$ cat src/ilse_pkg.sv
`default_nettype none

package ilse_pkg;

	// Field widths of the request and response transactions
	localparam int unsigned MODE_W = 3;
	localparam int unsigned POS_W  = 8;
	localparam int unsigned DIN_W  = 32;
	localparam int unsigned RD_W   = 32;

	// Signed working width of an element index; covers counts up to 2**15 - 1
	localparam int unsigned IDX_W = 16;

	typedef logic signed [IDX_W-1:0] idx_t;

	typedef enum logic [MODE_W-1:0] {
		MODE_PUSH   = 3'd0,
		MODE_READ   = 3'd1,
		MODE_WRITE  = 3'd2,
		MODE_INSERT = 3'd3,
		MODE_DELETE = 3'd4,
		MODE_PEEK   = 3'd5,
		MODE_POP    = 3'd6,
		MODE_CLEAR  = 3'd7
	} mode_t;

	// Command that every cell of the chain carries out
	typedef enum logic [1:0] {
		CELL_HOLD,
		CELL_LOAD,
		CELL_SHIFT_UP,
		CELL_SHIFT_DOWN
	} cell_op_t;

	typedef struct packed {
		cell_op_t   op;
		logic [IDX_W-1:0] tgt;
		logic [IDX_W-1:0] rd_tgt;
	} cell_ctl_t;

endpackage

`default_nettype wire

$ cat src/ilse_cell.sv
`default_nettype none

module ilse_cell #(
	parameter int unsigned DATA_WIDTH = 32,
	parameter int unsigned POS        = 0
) (
	input  wire                         clk,
	input  wire ilse_pkg::cell_ctl_t    ctl,
	input  wire  [DATA_WIDTH-1:0]       din,
	input  wire  [DATA_WIDTH-1:0]       prev_data,
	input  wire  [DATA_WIDTH-1:0]       next_data,
	output logic [DATA_WIDTH-1:0]       data,
	output logic [DATA_WIDTH-1:0]       rd_data
);
	import ilse_pkg::*;

	localparam logic [IDX_W-1:0] MY_IDX = IDX_W'(POS);

	logic [DATA_WIDTH-1:0] data_q;
	logic                  at_tgt;
	logic                  above_tgt;

	assign at_tgt    = (ctl.tgt == MY_IDX);
	assign above_tgt = (MY_IDX > ctl.tgt);

	// Load, take from the lower neighbor on insert, or from the upper one on delete
	always_ff @(posedge clk) begin
		case (ctl.op)
			CELL_LOAD: begin
				if (at_tgt) data_q <= din;
			end
			CELL_SHIFT_UP: begin
				if (at_tgt)         data_q <= din;
				else if (above_tgt) data_q <= prev_data;
			end
			CELL_SHIFT_DOWN: begin
				if (at_tgt || above_tgt) data_q <= next_data;
			end
			default: begin
			end
		endcase
	end

	assign data = data_q;

	// Drive the shared read bus only when addressed
	assign rd_data = (ctl.rd_tgt == MY_IDX) ? data_q : '0;

endmodule

`default_nettype wire

$ cat config.mk
export PLATFORM = sky130hd
export DESIGN_NAME = ilse_cell
export DESIGN_NICKNAME = d
export VERILOG_FILES = /design/src/ilse_pkg.sv /design/src/ilse_cell.sv
export SDC_FILE = /design/constraint.sdc
export NUM_CORES = 1
export LEC_CHECK = 0
export ABC_AREA = 1
export ABC_CLOCK_PERIOD_IN_PS = 6800
export BUFFER_PORTS_ARGS = -buffer_cell sky130_fd_sc_hd__buf_2
export CORE_ASPECT_RATIO = 1.2
export CORE_MARGIN = 2
export CORE_UTILIZATION = 45
export CTS_CLUSTER_DIAMETER = 100
export DETAILED_ROUTE_END_ITERATION = 16
export PLACE_DENSITY = 0.87
export RECOVER_POWER = 100
export SLEW_MARGIN = 40
export SYNTH_ARGS = -nofsm -noshare
export SYNTH_HDL_FRONTEND = slang
export SYNTH_SLANG_ARGS = --single-unit
$ cat constraint.sdc
create_clock -name clk -period 6.8 [get_ports clk]
set_input_delay 0.68 -clock clk [delete_from_list [all_inputs] [get_ports clk]]
set_output_delay 0.68 -clock clk [all_outputs]
set_load 0.05 [all_outputs]
Word level (Yosys, flattened, before mapping). Index checks and enable logic that the tools add are counted.

Output and inout bits: 64. Logic and storage cells: 19. Bits in registers: 32.

Muxes and demuxes: 6. Equality and inequality tests: 6. Reduce and logical (&&, ||, !) cells: 5. $lt $le $gt $ge: 1.

Operators with widths (count): $mux 32 (5); $pmux 32 s3 (1); $logic_not 16->1 (2); $gt 1x16->1 const A (1); $eq 2x2->1 const B (2); $ne 2x2->1 const B (2); $reduce_and 4->1 (1); $ne 3x3->1 const B (1); $reduce_bool 3->1 (1); $eq 2x1->1 const B (1); $logic_or 1x1->1 (1).

Longest topological paths before layout.
Word-level depth: 4. Mapped depth: 8. Mapped depth without buffers: 7.

Worst setup path after synthesis. No wires, ideal clock.

Path kind: input to register. Start point: in ctl[17] (netlist bit). End point: reg data_q[0], in the netlist data[0] (enable). Required time: 6379 ps. Path slack: 3753 ps. Arrival: 2625 ps. Stages on the path: 6. Cell sequence: nor2_1 nand2_1 nor2_4 nand2_4 buf_6 nor2_1.

Longest elaborated chain between the ends: 4.

Ends and longest elaborated chain: start, declared (line ilse_cell.sv:8) `input wire ilse_pkg::cell_ctl_t ctl,`; $gt 1x16->1 or $logic_not 16->1 (tied branches) (line ilse_cell.sv:24, ilse_cell.sv:23); $logic_or 1x1->1 (line ilse_cell.sv:37) `if (at_tgt || above_tgt) data_q <= next_data;`; $ne 2x2->1 (no source line); $reduce_and 4->1 (no source line) *; end signal, assigned (line ilse_cell.sv:30) `if (at_tgt) data_q <= din;`; end signal, assigned (line ilse_cell.sv:33) `if (at_tgt) data_q <= din;`; end signal, assigned (line ilse_cell.sv:37); end, declared (line ilse_cell.sv:19) `logic [DATA_WIDTH-1:0] data_q;`.

Every way passes the cells marked *; elsewhere a longest branch is shown, timed or not. A chain may end at the register's enable or synchronous reset.

Worst setup path in the final report.
Start point: in ctl[16] (netlist bit). End point: reg data_q[26], in the netlist data[26] (enable).

The elaborated chain is that of the path after synthesis.

==> impl_metrics.env <==
export IMPL_status="finished with violations"
export IMPL_failed_checks="capacitance limit, slew limit"
export IMPL_largest_register_ffs=32
export IMPL_setup_violations=0
export IMPL_start_kind="primary input"
export IMPL_timing_slew_headroom=-0.4730
export IMPL_hold_path_class="primary input to flop"
export IMPL_finalCriticalPeriod_ns=4.105
export IMPL_grt_max_degree=67
export IMPL_avgSynthCellArea_um2=6.236
export IMPL_dpl_worst_slack_ns=3.603
export IMPL_via_count=3274
export IMPL_fin_ws_ns=2.695
export IMPL_ir_drop_mv=0.06919
export IMPL_syn_inst=439
export IMPL_synth_seq_area_share=0.3510
export IMPL_pwr_density_cell_nw_per_um2=120.5
export IMPL_seqPwrFrac=0.494
export IMPL_yosysTopAreaCellShare=0.3510
export IMPL_worstPathMaxFanout=33
export IMPL_root_buffer="clkbuf_8"
export IMPL_cp_required_ns=6.78
export IMPL_clk_pin_slew_ns=0.06
export IMPL_wl_um=8014
export IMPL_coreArea_um2=5973
export IMPL_crit_type="primary input to flop"
export IMPL_drive_gt1_frac=0.2289
export IMPL_worst_pin_slew_ns=2.201
export IMPL_placedCellCount=690
export IMPL_crit_slowest_cell="nor2_1"
export IMPL_combPwrFrac=0.211
export IMPL_max_stage_delay_ns=1.62
export IMPL_path_depth=7
export IMPL_p_clk_frac=0.295
export IMPL_start_util=0.4583
export IMPL_yosysWarnings=0
export IMPL_syn_nets=570
export IMPL_htreeDepth=2
export IMPL_final_cell_mix="inv_1 (129), buf_2 (129), nand3_1 (97)"
export IMPL_clockBufferDepth=2
export IMPL_critPathBufInv=2
export IMPL_die_width_um=75.20
export IMPL_drtIter0Drc=184
export IMPL_post_cts_buffers=0
export IMPL_swShare=0.2520
export IMPL_p_int_mw=0.3319
export IMPL_port_buffers=194
export IMPL_crit_path_frequent_cell="nor2_1"
export IMPL_n_antenna_cell=0
export IMPL_rsz0062_at_grt="no"
export IMPL_tns_ns=0
export IMPL_drc_errors=0
export IMPL_grt_pass1_vias=2827
export IMPL_fmax_ghz=0.2436
export IMPL_final_cells=698
export IMPL_wl_per_cell_um=11.48
export IMPL_crit_path_end_kind="flop"
export IMPL_hold_violations=0
export IMPL_n_fill_cell=618
export IMPL_synth_distinct_cells=13
export IMPL_yosysTopAreaCell="edfxtp_1"
export IMPL_finalCritPeriodShare=0.6037
export IMPL_dpl_hpwl_um=5976
export IMPL_routabilityCongestion=0.8527
export IMPL_overflow=0
export IMPL_via_per_inst=4.691
export IMPL_ys_ff_latch=32
export IMPL_cap_violations=1
export IMPL_leakage_nw=2.110
export IMPL_hold_depth=5
export IMPL_critPathTopFamily="simple AND/OR/NAND/NOR gates"
export IMPL_nNetsFinal=747
export IMPL_arrival_ns=4.08
export IMPL_clock_sinks=32
export IMPL_p_sw_mw=0.1118
export IMPL_synth_area_um2=2738
export IMPL_cts_resized_gates=0
export IMPL_yosys_top_cells_area="edfxtp_1 (35%), nand3_1 (18%), inv_1 (18%)"
export IMPL_die_area_um2=6726
export IMPL_area_growth_pct=34.51
export IMPL_first_pass_iters=4
export IMPL_drtAntennaViolNets=0
export IMPL_antenna_found_initial=0
export IMPL_numCtsBuffers=5
export IMPL_cts_hold_buffers=0
export IMPL_path_cells="buf_2 > nor2_1 > nand2_1 > nor2_1 > nand2_4 > nor2_4 > buf_8"
export IMPL_ioPinCount=195
export IMPL_grt_pass1_wl_um=11630
export IMPL_drv_slew=34
export IMPL_grt_use_total=0.2237
export IMPL_rows=31
export IMPL_die_h_um=89.44
export IMPL_cts_tree="yes"
## metrics by stage
stage               utilization  total power [mW]  instance area, um2  hold WS (ns)
CTS                      0.6286            0.4463                3755        0.7637
global placement         0.6146            0.3137                3671         1.042
floorplan                     -            0.2723                2738        0.9502
global route             0.6165            0.4714                3682        0.7855
finish                   0.6165            0.4437                3682        0.7672
detailed placement       0.6158            0.3168                3679         1.052
## kinds of logic (layout without fill, tap and decap cells)
family | Yosys count | in the layout | share of synthesized area
AOI/OAI and AO/OA | 32 | 32 | 0.05850
buffers and inverters | 155 | 332 | 0.2345
DFF | 32 | 32 | 0.3510
and+or+nand+nor | 220 | 220 | 0.3560
## per-layer routing
metal | GRT usage | vias to the layer above | wire length, um
li1 | - | 1683 | -
met2 | 0.4394 | 145 | 4252
met1 | 0.2437 | 1440 | 3088
met3 | 0.03269 | 6 | 594
met5 | 0 | - | 0
met4 | 0.06220 | 0 | 79
## cell usage after synthesis
library cell	n
edfxtp_1	32
buf_4	6
nor2_1	48
inv_1	129
buf_6	3
nor4_1	2
buf_2	12
nand3_1	97
nor2_4	2
o21ai_0	32
nand2_4	1
clkbuf_1	5
nand2_1	70
## area by class of cell
type | instances | area (um2) | share of cell area
multi-input combinational | 252 | 1142 | 0.3102
sequential | 32 | 960.9 | 0.2610
timing repair buffer | 196 | 915.9 | 0.2487
inverter | 129 | 484.2 | 0.1315
tap | 82 | 102.6 | 0.02786
clock buffer | 5 | 68.82 | 0.01869
clock inverter | 2 | 7.507 | 0.002039
## power groups by stage
stage	Combinational (mW)	Clock [mW]	Sequential [mW]
after floorplan	0.0487	0	0.224
after global placement	0.0902	0	0.224
after detailed placement	0.0933	0	0.224
after CTS	0.0935	0.134	0.219
after global routing	0.107	0.145	0.219
final	0.0934	0.131	0.219
## path summary, 6_finish.rpt
path | from | endpoint
worst min-delay path | prev_data[2] | data[2]$_DFFE_PP_
worst max-delay path | ctl[16] | data[26]$_DFFE_PP_
Note: power is estimated with default switching activity, not from simulation.
